File: config.mk
export PLATFORM = sky130hd
export DESIGN_NAME = mqtt_control_packet_framer
export DESIGN_NICKNAME = d
export VERILOG_FILES = /design/src/hw/rtl/mcpf_pkg.sv /design/src/hw/rtl/mcpf_front.sv /design/src/hw/rtl/mcpf_queue.sv /design/src/hw/rtl/mcpf_back.sv /design/src/hw/rtl/mqtt_control_packet_framer.sv
export VERILOG_INCLUDE_DIRS = /design/src /design/src/hw/rtl
export SDC_FILE = /design/constraint.sdc
export NUM_CORES = 1
export LEC_CHECK = 0
export BUFFER_PORTS_ARGS = -buffer_cell sky130_fd_sc_hd__buf_4
export CORE_UTILIZATION = 55
export DETAILED_ROUTE_END_ITERATION = 12
export PLACE_DENSITY = 0.79
export RECOVER_POWER = 50
export SLEW_MARGIN = 20
export SYNTH_ARGS = -nofsm -noshare
export SYNTH_HDL_FRONTEND = slang
export SYNTH_SLANG_ARGS = --single-unit
File: constraint.sdc
create_clock -name i_clk -period 10.6 [get_ports i_clk]
set_input_delay 0.53 -clock i_clk [delete_from_list [all_inputs] [get_ports i_clk]]
set_output_delay 0.53 -clock i_clk [all_outputs]
set_load 0.05 [all_outputs]
File: src/hw/rtl/mqtt_control_packet_framer_macros.svh
// ----------------------------------------------------------------------------
// MQTT control packet framer assertion macros
// Shared concurrent assertion forms, clocked on i_clk and disabled in reset.
// ----------------------------------------------------------------------------
`ifndef MQTT_CONTROL_PACKET_FRAMER_MACROS_SVH
`define MQTT_CONTROL_PACKET_FRAMER_MACROS_SVH

// Consequent must hold in the same cycle as the antecedent.
`define MCPF_ASSERT_SAME(label, ante, cons) \
    label: assert property (@(posedge i_clk) disable iff (!i_rst_n) (ante) |-> (cons)) \
        else $error("framer assertion failed");

// Consequent must hold in the cycle after the antecedent.
`define MCPF_ASSERT_NEXT(label, ante, cons) \
    label: assert property (@(posedge i_clk) disable iff (!i_rst_n) (ante) |=> (cons)) \
        else $error("framer assertion failed");

`endif

File: src/hw/rtl/mcpf_pkg.sv
// ----------------------------------------------------------------------------
// MQTT control packet framer package
// Shared types, codes and constants of the framer.
// ----------------------------------------------------------------------------
package mcpf_pkg;

    localparam int QUEUE_DEPTH = 4;

    localparam logic [2:0] CMD_CONNECT   = 3'd0;
    localparam logic [2:0] CMD_PUBLISH   = 3'd1;
    localparam logic [2:0] CMD_SUBSCRIBE = 3'd2;
    localparam logic [2:0] CMD_PING      = 3'd3;
    localparam logic [2:0] CMD_BODY      = 3'd4;

    localparam logic [1:0] CFG_KEEPALIVE = 2'd0;
    localparam logic [1:0] CFG_CID_LEN   = 2'd1;
    localparam logic [1:0] CFG_FLAGS     = 2'd2;

    localparam logic [15:0] KEEPALIVE_RESET = 16'd60;
    localparam logic [15:0] CID_LEN_RESET   = 16'd12;
    localparam logic [7:0]  FLAGS_RESET     = 8'h02;

    localparam logic [7:0] HDR_CONNECT   = 8'h10;
    localparam logic [7:0] HDR_PUBLISH   = 8'h30;
    localparam logic [7:0] HDR_SUBSCRIBE = 8'h82;
    localparam logic [7:0] HDR_PING      = 8'hC0;
    localparam logic [7:0] VARINT_MORE   = 8'h80;
    localparam logic [7:0] PROTO_LEVEL   = 8'h04;
    localparam logic [7:0] NAME_LENGTH   = 8'h04;
    localparam logic [7:0] QOS_BYTE      = 8'h00;

    localparam logic [17:0] CONNECT_FIXED_LEN   = 18'd12;
    localparam logic [17:0] PUBLISH_FIXED_LEN   = 18'd2;
    localparam logic [17:0] SUBSCRIBE_FIXED_LEN = 18'd5;

    typedef enum logic [1:0] {
        KIND_CONNECT,
        KIND_PUBLISH,
        KIND_SUBSCRIBE,
        KIND_PING
    } t_kind;

    typedef enum logic [2:0] {
        OP_CONNECT,
        OP_PUBLISH,
        OP_SUBSCRIBE,
        OP_PING,
        OP_BODY
    } t_op;

    typedef struct packed {
        t_op         op;
        logic [17:0] rem_len;
        logic [15:0] word_a;
        logic [15:0] word_b;
        logic [7:0]  data;
        logic        fin;
        logic        add_qos;
    } t_desc;

endpackage

File: src/hw/rtl/mcpf_front.sv
// ----------------------------------------------------------------------------
// MQTT framer front end
// Holds the configuration and packet state, classifies input transactions and
// queues one job descriptor per transaction that produces output.
// ----------------------------------------------------------------------------
module mcpf_front (
    input  logic           i_clk,
    input  logic           i_rst_n,
    input  logic           i_valid,
    input  logic           i_full,
    output logic           o_ready,
    input  logic [2:0]     i_command,
    input  logic [15:0]    i_topic_length,
    input  logic [15:0]    i_payload_length,
    input  logic [7:0]     i_body_byte,
    input  logic           i_body_last,
    input  logic           i_cfg_valid,
    input  logic [1:0]     i_cfg_index,
    input  logic [15:0]    i_cfg_data,
    output logic           o_push,
    output mcpf_pkg::t_desc o_desc
);

    logic [15:0]         r_keepalive;
    logic [15:0]         r_cid_len;
    logic [7:0]          r_flags;
    logic [15:0]         r_pid;
    logic [15:0]         n_pid;
    mcpf_pkg::t_kind     r_kind;
    mcpf_pkg::t_kind     n_kind;
    logic                r_open;
    logic                n_open;
    logic                accept;
    logic                produce;
    logic [16:0]         pub_sum;

    assign o_ready = !i_full;
    assign accept  = i_valid && !i_full;
    assign o_push  = accept && produce;
    assign pub_sum = {1'b0, i_topic_length} + {1'b0, i_payload_length};

    always_comb begin
        produce        = 1'b0;
        n_pid          = r_pid;
        n_kind         = r_kind;
        n_open         = r_open;
        o_desc.op      = mcpf_pkg::OP_BODY;
        o_desc.rem_len = '0;
        o_desc.word_a  = i_topic_length;
        o_desc.word_b  = r_pid;
        o_desc.data    = i_body_byte;
        o_desc.fin     = 1'b0;
        o_desc.add_qos = 1'b0;
        case (i_command)
            mcpf_pkg::CMD_CONNECT: begin
                produce        = 1'b1;
                n_kind         = mcpf_pkg::KIND_CONNECT;
                n_open         = (r_cid_len != 16'd0);
                o_desc.op      = mcpf_pkg::OP_CONNECT;
                o_desc.rem_len = mcpf_pkg::CONNECT_FIXED_LEN + {2'b0, r_cid_len};
                o_desc.word_a  = r_cid_len;
                o_desc.word_b  = r_keepalive;
                o_desc.data    = r_flags;
                o_desc.fin     = (r_cid_len == 16'd0);
            end
            mcpf_pkg::CMD_PUBLISH: begin
                produce        = 1'b1;
                n_kind         = mcpf_pkg::KIND_PUBLISH;
                n_open         = (pub_sum != 17'd0);
                o_desc.op      = mcpf_pkg::OP_PUBLISH;
                o_desc.rem_len = mcpf_pkg::PUBLISH_FIXED_LEN + {1'b0, pub_sum};
                o_desc.fin     = (pub_sum == 17'd0);
            end
            mcpf_pkg::CMD_SUBSCRIBE: begin
                produce        = 1'b1;
                n_kind         = mcpf_pkg::KIND_SUBSCRIBE;
                n_open         = (i_topic_length != 16'd0);
                n_pid          = r_pid + 16'd1;
                o_desc.op      = mcpf_pkg::OP_SUBSCRIBE;
                o_desc.rem_len = mcpf_pkg::SUBSCRIBE_FIXED_LEN + {2'b0, i_topic_length};
                o_desc.fin     = (i_topic_length == 16'd0);
                o_desc.add_qos = (i_topic_length == 16'd0);
            end
            mcpf_pkg::CMD_PING: begin
                produce        = 1'b1;
                n_kind         = mcpf_pkg::KIND_PING;
                n_open         = 1'b0;
                o_desc.op      = mcpf_pkg::OP_PING;
                o_desc.fin     = 1'b1;
            end
            mcpf_pkg::CMD_BODY: begin
                produce        = r_open;
                o_desc.fin     = i_body_last;
                o_desc.add_qos = i_body_last && (r_kind == mcpf_pkg::KIND_SUBSCRIBE);
                if (i_body_last) begin
                    n_open = 1'b0;
                end
            end
            default: begin
                produce = 1'b0;
            end
        endcase
    end

    always_ff @(posedge i_clk) begin
        if (!i_rst_n) begin
            r_pid  <= 16'd1;
            r_kind <= mcpf_pkg::KIND_CONNECT;
            r_open <= 1'b0;
        end else if (accept) begin
            r_pid  <= n_pid;
            r_kind <= n_kind;
            r_open <= n_open;
        end
    end

    always_ff @(posedge i_clk) begin
        if (!i_rst_n) begin
            r_keepalive <= mcpf_pkg::KEEPALIVE_RESET;
            r_cid_len   <= mcpf_pkg::CID_LEN_RESET;
            r_flags     <= mcpf_pkg::FLAGS_RESET;
        end else if (i_cfg_valid) begin
            case (i_cfg_index)
                mcpf_pkg::CFG_KEEPALIVE: r_keepalive <= i_cfg_data;
                mcpf_pkg::CFG_CID_LEN:   r_cid_len   <= i_cfg_data;
                mcpf_pkg::CFG_FLAGS:     r_flags     <= i_cfg_data[7:0];
                default: begin
                end
            endcase
        end
    end

endmodule

File: src/hw/rtl/mcpf_queue.sv
// ----------------------------------------------------------------------------
// MQTT framer job queue
// Small register FIFO of job descriptors between the front and back ends.
// ----------------------------------------------------------------------------
`include "mqtt_control_packet_framer_macros.svh"

module mcpf_queue #(
    parameter int Depth = mcpf_pkg::QUEUE_DEPTH
) (
    input  logic            i_clk,
    input  logic            i_rst_n,
    input  logic            i_push,
    input  mcpf_pkg::t_desc i_desc,
    input  logic            i_pop,
    output logic            o_full,
    output logic            o_empty,
    output mcpf_pkg::t_desc o_head
);

    localparam int PtrW = (Depth > 1) ? $clog2(Depth) : 1;
    localparam int CntW = $clog2(Depth + 1);
    localparam logic [PtrW-1:0] LastPtr  = PtrW'(Depth - 1);
    localparam logic [CntW-1:0] FullCnt  = CntW'(Depth);

    mcpf_pkg::t_desc r_mem [Depth];
    logic [PtrW-1:0] r_wr;
    logic [PtrW-1:0] r_rd;
    logic [CntW-1:0] r_cnt;
    logic [PtrW-1:0] n_wr;
    logic [PtrW-1:0] n_rd;
    logic [CntW-1:0] n_cnt;

    assign o_full  = (r_cnt == FullCnt);
    assign o_empty = (r_cnt == '0);
    assign o_head  = r_mem[r_rd];

    always_comb begin
        n_wr  = r_wr;
        n_rd  = r_rd;
        n_cnt = r_cnt;
        if (i_push) begin
            n_wr = (r_wr == LastPtr) ? '0 : r_wr + 1'b1;
        end
        if (i_pop) begin
            n_rd = (r_rd == LastPtr) ? '0 : r_rd + 1'b1;
        end
        if (i_push && !i_pop) begin
            n_cnt = r_cnt + 1'b1;
        end else if (!i_push && i_pop) begin
            n_cnt = r_cnt - 1'b1;
        end
    end

    always_ff @(posedge i_clk) begin
        if (!i_rst_n) begin
            r_wr  <= '0;
            r_rd  <= '0;
            r_cnt <= '0;
        end else begin
            r_wr  <= n_wr;
            r_rd  <= n_rd;
            r_cnt <= n_cnt;
        end
    end

    always_ff @(posedge i_clk) begin
        if (i_push) begin
            r_mem[r_wr] <= i_desc;
        end
    end

    `MCPF_ASSERT_SAME(a_no_overflow, i_push, !o_full)
    `MCPF_ASSERT_SAME(a_no_underflow, i_pop, !o_empty)
    `MCPF_ASSERT_NEXT(a_count_up, i_push && !i_pop, r_cnt == $past(r_cnt) + 1'b1)
    `MCPF_ASSERT_NEXT(a_count_down, i_pop && !i_push, r_cnt == $past(r_cnt) - 1'b1)

endmodule

File: src/hw/rtl/mcpf_back.sv
// ----------------------------------------------------------------------------
// MQTT framer back end
// Walks the bytes of the job at the queue head, one byte per cycle while the
// output is not stalled, into a registered output stage.
// ----------------------------------------------------------------------------
`include "mqtt_control_packet_framer_macros.svh"

module mcpf_back (
    input  logic            i_clk,
    input  logic            i_rst_n,
    input  logic            i_empty,
    input  mcpf_pkg::t_desc i_head,
    output logic            o_pop,
    output logic            o_valid,
    input  logic            i_ready,
    output logic [7:0]      o_byte,
    output logic            o_run_last,
    output logic            o_packet_end
);

    logic [3:0] r_step;
    logic       r_valid;
    logic [7:0] r_byte;
    logic       r_run_last;
    logic       r_packet_end;
    logic       adv;
    logic       last_step;
    logic [1:0] nl;
    logic [4:0] total;
    logic [3:0] vidx;
    logic [7:0] cur_byte;
    logic [7:0] vb0;
    logic [7:0] vb1;
    logic [7:0] vb2;
    logic [7:0] hdr;
    logic [7:0] var_byte;

    always_comb begin
        if (i_head.rem_len[17:14] != 4'd0) begin
            nl = 2'd3;
        end else if (i_head.rem_len[13:7] != 7'd0) begin
            nl = 2'd2;
        end else begin
            nl = 2'd1;
        end
    end

    assign vb0  = {(nl != 2'd1), i_head.rem_len[6:0]};
    assign vb1  = {(nl == 2'd3), i_head.rem_len[13:7]};
    assign vb2  = {4'd0, i_head.rem_len[17:14]};
    assign vidx = r_step - {2'd0, nl} - 4'd1;

    always_comb begin
        hdr      = i_head.data;
        var_byte = mcpf_pkg::QOS_BYTE;
        total    = 5'd1;
        case (i_head.op)
            mcpf_pkg::OP_CONNECT: begin
                hdr   = mcpf_pkg::HDR_CONNECT;
                total = 5'd13 + {3'd0, nl};
                case (vidx)
                    4'd0:    var_byte = 8'h00;
                    4'd1:    var_byte = mcpf_pkg::NAME_LENGTH;
                    4'd2:    var_byte = 8'h4D;
                    4'd3:    var_byte = 8'h51;
                    4'd4:    var_byte = 8'h54;
                    4'd5:    var_byte = 8'h54;
                    4'd6:    var_byte = mcpf_pkg::PROTO_LEVEL;
                    4'd7:    var_byte = i_head.data;
                    4'd8:    var_byte = i_head.word_b[15:8];
                    4'd9:    var_byte = i_head.word_b[7:0];
                    4'd10:   var_byte = i_head.word_a[15:8];
                    default: var_byte = i_head.word_a[7:0];
                endcase
            end
            mcpf_pkg::OP_PUBLISH: begin
                hdr      = mcpf_pkg::HDR_PUBLISH;
                total    = 5'd3 + {3'd0, nl};
                var_byte = (vidx == 4'd0) ? i_head.word_a[15:8] : i_head.word_a[7:0];
            end
            mcpf_pkg::OP_SUBSCRIBE: begin
                hdr   = mcpf_pkg::HDR_SUBSCRIBE;
                total = 5'd5 + {3'd0, nl} + {4'd0, i_head.add_qos};
                case (vidx)
                    4'd0:    var_byte = i_head.word_b[15:8];
                    4'd1:    var_byte = i_head.word_b[7:0];
                    4'd2:    var_byte = i_head.word_a[15:8];
                    4'd3:    var_byte = i_head.word_a[7:0];
                    default: var_byte = mcpf_pkg::QOS_BYTE;
                endcase
            end
            mcpf_pkg::OP_PING: begin
                hdr   = mcpf_pkg::HDR_PING;
                total = 5'd1 + {3'd0, nl};
            end
            default: begin
                hdr   = i_head.data;
                total = 5'd1 + {4'd0, i_head.add_qos};
            end
        endcase
    end

    always_comb begin
        if (r_step == 4'd0) begin
            cur_byte = hdr;
        end else if (i_head.op == mcpf_pkg::OP_BODY) begin
            cur_byte = mcpf_pkg::QOS_BYTE;
        end else if (r_step == 4'd1) begin
            cur_byte = vb0;
        end else if (r_step == 4'd2 && nl != 2'd1) begin
            cur_byte = vb1;
        end else if (r_step == 4'd3 && nl == 2'd3) begin
            cur_byte = vb2;
        end else begin
            cur_byte = var_byte;
        end
    end

    assign last_step = ({1'b0, r_step} == total - 5'd1);
    assign adv       = !i_empty && (!r_valid || i_ready);
    assign o_pop     = adv && last_step;

    always_ff @(posedge i_clk) begin
        if (!i_rst_n) begin
            r_step  <= '0;
            r_valid <= 1'b0;
        end else if (adv) begin
            r_step  <= last_step ? 4'd0 : r_step + 4'd1;
            r_valid <= 1'b1;
        end else if (i_ready) begin
            r_valid <= 1'b0;
        end
    end

    always_ff @(posedge i_clk) begin
        if (adv) begin
            r_byte       <= cur_byte;
            r_run_last   <= last_step;
            r_packet_end <= last_step && i_head.fin;
        end
    end

    assign o_valid      = r_valid;
    assign o_byte       = r_byte;
    assign o_run_last   = r_run_last;
    assign o_packet_end = r_packet_end;

    `MCPF_ASSERT_SAME(a_step_in_job, !i_empty, {1'b0, r_step} < total)
    `MCPF_ASSERT_NEXT(a_pop_marks_run, o_pop, r_valid && r_run_last)
    `MCPF_ASSERT_NEXT(a_step_restarts, o_pop, r_step == 4'd0)

endmodule

File: src/hw/rtl/mqtt_control_packet_framer.sv
// ----------------------------------------------------------------------------
// MQTT control packet framer
// Turns start and body transactions into the byte stream of MQTT 3.1.1
// CONNECT, PUBLISH, SUBSCRIBE and PINGREQ packets.
// ----------------------------------------------------------------------------
// Channel   Direction  Ports                       Content
// s_axis    in         tdata[47:0], tlast          command/lengths/body byte
// m_axis    out        tdata[7:0], tlast, tuser    packet byte, end, run end
// cfg       in         i_cfg_index, i_cfg_data     keepalive, client id length,
//                                                  connect flags
//
// The front end takes one input transaction per cycle while the job queue has
// room. The back end emits one byte per cycle when not stalled: a start
// transaction makes 2 to 16 bytes, set by its header length, and a body
// byte 1 or 2 bytes. Reset needs no clearing pass.
// A stalled output holds the back end; the queue then fills and stalls input.
// ----------------------------------------------------------------------------
module mqtt_control_packet_framer #(
    parameter int QueueDepth = mcpf_pkg::QUEUE_DEPTH
) (
    input  logic        i_clk,
    input  logic        i_rst_n,
    // [2:0] command, [18:3] topic_length, [34:19] payload_length,
    // [42:35] body_byte, [47:43] zero
    input  logic [47:0] s_axis_tdata,
    input  logic        s_axis_tlast,
    input  logic        s_axis_tvalid,
    output logic        s_axis_tready,
    // [7:0] out_byte
    output logic [7:0]  m_axis_tdata,
    output logic        m_axis_tlast,
    // [0] run_last
    output logic        m_axis_tuser,
    output logic        m_axis_tvalid,
    input  logic        m_axis_tready,
    input  logic        i_cfg_valid,
    output logic        o_cfg_ready,
    input  logic [1:0]  i_cfg_index,
    input  logic [15:0] i_cfg_data
);

    logic            push;
    logic            pop;
    logic            full;
    logic            empty;
    mcpf_pkg::t_desc desc;
    mcpf_pkg::t_desc head;

    assign o_cfg_ready = 1'b1;

    mcpf_front u_front (
        .i_clk            (i_clk),
        .i_rst_n          (i_rst_n),
        .i_valid          (s_axis_tvalid),
        .i_full           (full),
        .o_ready          (s_axis_tready),
        .i_command        (s_axis_tdata[2:0]),
        .i_topic_length   (s_axis_tdata[18:3]),
        .i_payload_length (s_axis_tdata[34:19]),
        .i_body_byte      (s_axis_tdata[42:35]),
        .i_body_last      (s_axis_tlast),
        .i_cfg_valid      (i_cfg_valid),
        .i_cfg_index      (i_cfg_index),
        .i_cfg_data       (i_cfg_data),
        .o_push           (push),
        .o_desc           (desc)
    );

    mcpf_queue #(
        .Depth (QueueDepth)
    ) u_queue (
        .i_clk   (i_clk),
        .i_rst_n (i_rst_n),
        .i_push  (push),
        .i_desc  (desc),
        .i_pop   (pop),
        .o_full  (full),
        .o_empty (empty),
        .o_head  (head)
    );

    mcpf_back u_back (
        .i_clk        (i_clk),
        .i_rst_n      (i_rst_n),
        .i_empty      (empty),
        .i_head       (head),
        .o_pop        (pop),
        .o_valid      (m_axis_tvalid),
        .i_ready      (m_axis_tready),
        .o_byte       (m_axis_tdata),
        .o_run_last   (m_axis_tuser),
        .o_packet_end (m_axis_tlast)
    );

endmodule

Yosys cells after proc, flatten, opt, wreduce, memory -nomap -nowiden
Memories as Yosys holds them, arrays and structs flattened. A register that Yosys moved wholly into a read port is not among the register bits.
Cells that the tools add are included.
{"block": "totals", "register_bits": 81, "ram_bits": 252, "inputBits": 72, "output_inout_bits": 13, "word_cells": 141, "n_memories": 1}
{"block": "classes", "n_addsub": 19, "n_eq_ne": 31, "n_mux": 33, "n_reduce_logical": 43}
{"memory": "u_queue.r_mem", "words": 4, "width": 63, "rd": 1, "rd_clocked_by_memory_dff": 1, "write_ports": 1, "line_no": "mcpf_queue.sv:25", "text": "mcpf_pkg::t_desc r_mem [Depth];"}
{"operator": "one-hot mux 8 bit (9 select lines)", "count": 1}
{"operator": "one-hot mux 8 bit (4 select lines)", "count": 2}
{"operator": "one-hot mux 18 bit (3 select lines)", "count": 1}
{"operator": "2-to-1 mux 8 bit", "count": 6}
{"operator": "2-to-1 mux 40 bit", "count": 1}
{"operator": "zero test 16 bit", "count": 2}
{"operator": "nonzero test 16 bit", "count": 2}
{"operator": "one-hot mux 8 bit (3 select lines)", "count": 1}
{"operator": "one-hot mux 5 bit (4 select lines)", "count": 1}
{"operator": "adder 2 x 17 -> 18 bit, first input constant", "count": 1}
{"operator": "adder 16 x 16 -> 17 bit", "count": 1}
{"operator": "adder 3 x 16 -> 17 bit, first input constant", "count": 1}
{"operator": "adder 4 x 16 -> 17 bit, first input constant", "count": 1}
{"operator": "zero test 17 bit", "count": 1}
{"operator": "nonzero test 17 bit", "count": 1}
{"operator": "adder 16 x 1 -> 16 bit, second input constant", "count": 1}
{"operator": "equality test 4 x 2 -> 1 bit, second input constant", "count": 4}
{"operator": "equality test 4 x 3 -> 1 bit, second input constant", "count": 4}
{"operator": "equality test 3 x 2 -> 1 bit, second input constant", "count": 4}
{"operator": "equality test 4 bit, second input constant", "count": 3}
{"operator": "2-to-1 mux 2 bit", "count": 6}
{"operator": "one-hot mux 3 bit (4 select lines)", "count": 1}
{"operator": "equality test 2 bit, second input constant", "count": 5}
{"operator": "logical AND 1 bit", "count": 10}
{"operator": "other kinds (39)", "count": 65}

Longest topological paths before layout
{"block": "logic_depth", "depth_word": 14, "mapped_depth": 27, "mapped_depth_nobuf": 25}

Hierarchy
A second synthesis with hierarchy kept.
{"block": "unflattened", "hier_cells": 1401, "area_unflattened_um2": 17063.9}
{"mod": "mcpf_queue", "n_inst": 1, "cells_per_inst": 373, "area_per_inst_um2": 9620.5, "seq_area_each_um2": 7747.4}
{"mod": "mcpf_front", "n_inst": 1, "cells_per_inst": 709, "area_per_inst_um2": 4956.0, "seq_area_each_um2": 1181.1}
{"mod": "mcpf_back", "n_inst": 1, "cells_per_inst": 317, "area_per_inst_um2": 2476.1, "seq_area_each_um2": 400.4}
{"mod": "mqtt_control_packet_framer", "n_inst": 1, "cells_per_inst": 2, "area_per_inst_um2": 11.3, "seq_area_each_um2": 0.0}

Worst setup path before layout
No wires, ideal clock.
{"block": "synth_path", "path_kind": "register to register", "start": "register with a tool-made name", "end": "register u_queue.r_cnt[2]", "setup_ns": 0.076, "arrival_ns": 5.275, "t_required_ns": 10.524, "slack_ns": 5.250, "stages_incl_launch_ff": 27, "n_path_buf": 2, "path_cell_list": "dfxtp_1 > buf_6 > mux4_2 > or4_4 > buf_6 > a21oi_1 > ha_1 > inv_1 > ha_1 > nand2_1 > nor3b_1 > a21oi_1 > nor2_1 > nor2_1 > ha_1 > or2_2 > a31oi_1 > nand4_1 > or4_4 > a21oi_4 > nand2_4 > ha_1 > inv_1 > fa_1 > xor2_1 > or3_1 > a21boi_0"}
{"item": "end signal: assignment", "line_no": "mcpf_queue.sv:62", "text": "r_cnt <= n_cnt;"}
{"item": "end: declaration", "line_no": "mcpf_queue.sv:28", "text": "logic [CntW-1:0] r_cnt;"}

==> impl_metrics.toml <==
[run_status]
outcome = "finished with violations"
violations = "max-capacitance violations, max-slew violations"

[clocking]
cts_buffer_depth = 3
post_cts_buffers = 0
cts_tree = "yes"
h-tree-depth = 1
clk_pin_slew_ps = 60
holdBufCountCts = 0
ctsResizeCount = 0
clk_latency_ps = 580
root_buffer = "clkbuf_16"
cts_sinks = 335
cts_made_buffers = 31

[global_route]
track_usage_pct = 27.06
grt_max_degree = 77
grt_pass1_wl_um = 64100
grt_pass1_vias = 11300
grt_antenna_before_repair = 0
overflow = 0

[routing]
routed_wl_um = 42110
drt_first_iter_violations = 1070
wl_per_cell_um = 23.04
vias_per_cell = 6.448
firstDrtPassIters = 6
drcViolationCount = 0
antenna_left = 0
routed-via-count = 11790

[critical_path]
cp_slowest_stage_delay_ps = 720
cpMostUsedCell = "ha_1"
path_buf_inv = 3
startpoint_type = "flip-flop"
cp_max_fo = 36
end_kind = "flip-flop"
cpMaxStageDelayCell = "dfxtp_4"
path_class = "reg -> reg"
crit_family = "simple AND/OR/NAND/NOR gates"
worstPathArrival_ps = 7180
worstPathRequired_ps = 11090

[placed_design]
dp_hpwl_um = 28090
port_buffers = 78
place_congestion = 0.9218
placed_cell_area_um2 = 17710

[yosys]
yosys_warnings = 0
synth_seq_cells = 335
postSynthCellCount = 1362
ys.flop_type = "edfxtp_1"
synthesis.nets = 1475
syn_avg_cell_area_um2 = 12.36
synth.distinct_cells = 77
async_reset_ff_share_pct = 0
synth-edff-count = 262
ys_seq_area_share_pct = 55.41
syn_area_um2 = 16840

[floorplanning]
rows = 63
pin_count = 85
die_w_um = 177.0
core_um2 = 29870
start_util_pct = 56.36
die_y_um = 177.0
die-area_um2 = 31320

[cells_and_area]
postLayoutCoreUtil_pct = 62.68
final_common_cell = "edfxtp_1"
post_route_cells_drive_above_1_share_pct = 13.84
fill_cells = 2211
syn2layout_area_growth_pct = 11.21
final_cell_area_um2 = 18730
antenna_cells = 0
mostFrequentLayoutCells = "edfxtp_1, nand2_1, dfxtp_1"
nNetsFinal = 1526

[run]
drv_cap = 4

[sta]
clock.fmax_ghz = 0.1496
skew_ps = 18.23
relSlewSlack_pct = -166.5
hold_viol_final = 0
layout_min_cycle_time_ps = 6687
worstMarginPinSlew_ps = 3998
fin_tns_setup_ps = 0
setup-violations-final = 0
fin_crit_sh_pct = 63.08
slew_violations = 204
rsz0062_at_grt = "no"

[power]
total_power_mw = 3.520
irDropWorstVdd_mv = 0.1330
cellPowerDensity_nw_per_um2 = 188.0
leakage_nw = 6.416

[min_path]
hp-class = "in -> reg"
## stage by stage
step / hold WS [ps] / setup WS (ps) / std cells
6_report: 208.5 / 3913 / 1828
5_1_grt: 202.2 / 3372 / 1828
4_1_cts: 188.4 / 3958 / 1828
3_5_place_dp: 454.3 / 4043 / 1770
3_3_place_gp: 446.8 / 4081 / 1770
2_1_floorplan: 435.1 / 5250 / 1362
## Yosys cell counts (all sizes together) (8+ instances only)
cell,count,area (um2)
dfxtp,73,1461
o22ai,10,62.56
o211ai,8,60.06
buf,17,95.08
mux2i,22,220.2
nor4,15,93.84
a211oi,8,60.06
nand2,155,589.3
nor2,69,259.0
nand4,13,81.33
a21oi,59,310.3
xnor2,38,332.8
ha,38,475.5
nand3,39,195.2
and2,27,168.9
nand2b,14,87.58
nor2b,25,156.4
xor2,29,254.0
a21boi,33,247.7
edfxtp,262,7868
and3,12,75.07
o221ai,22,192.7
inv,33,123.9
o21ai,65,325.3
nor3,19,95.09
mux4,63,1419
mux2,40,450.4
clkbuf,52,195.2
## sequential cells by signal (all words and copies together) (netlist names), named ones only
name and flops:
u_front.r_open 1, u_front.r_cid_len 16, u_queue.r_mem 252, u_back.r_step 4, u_queue.r_rd 2, u_back.o_run_last 1, u_front.r_pid 16, u_front.r_keepalive 16
u_back.o_packet_end 1, u_back.o_byte 8, u_queue.r_cnt 3, u_queue.r_wr 2, u_front.r_kind 2, u_back.o_valid 1, u_front.r_flags 8
## area by class of cell
type                       count  area, um2  share of cell area [%]
clock inverter                19      262.8                   1.403
timing repair buffer          87      581.8                   3.107
clock buffer                  39      835.8                   4.463
inverter                      33      123.9                  0.6615
sequential                   335       9334                   49.85
multi-input combinational    925       7099                   37.91
tap                          390      488.0                   2.606
## worst min-delay path, stage by stage
cell and delay [ps]:
buf_4 100, mux2i_1 60, nand2_1 60
## where the power goes
group | total [mW] | switching, mW | internal, mW
sequential | 1.55 | 0.0471 | 1.51
clock | 1.19 | 0.481 | 0.706
combinational | 0.779 | 0.513 | 0.266
## worst paths after layout
kind         slack (ps)  cells after the start                      end                    start
min reg2reg         460                      2  u_front.r_keepalive[15]  u_front.r_keepalive[15]
max                3910                     25         u_queue.r_cnt[2]                flip-flop
min                 210                      3       u_front.r_flags[1]            i_cfg_data[1]
max reg2reg        3910                     25         u_queue.r_cnt[2]                flip-flop
## metal layers
layer | global-route usage, % | vias up | part of all wire (%)
met5 | 0 | - | 0
met4 | 8.118 | 0 | 3.0
li1 | - | 5290 | -
met1 | 37.63 | 5838 | 42
met2 | 44.63 | 560 | 48
met3 | 3.243 | 99 | 7.3
## cells by family after synthesis
kind of cell,count (synthesis),synth area share [%]
simple gates,425,12.48
flops,335,55.41
compound gates,266,10.56
mux,125,12.41
buf+inv,102,2.460
xor+xnor,67,3.485
fa+ha+maj,41,3.181
other cells,1,0.02227
No activity file was read; power rests on OpenSTA's default activity.
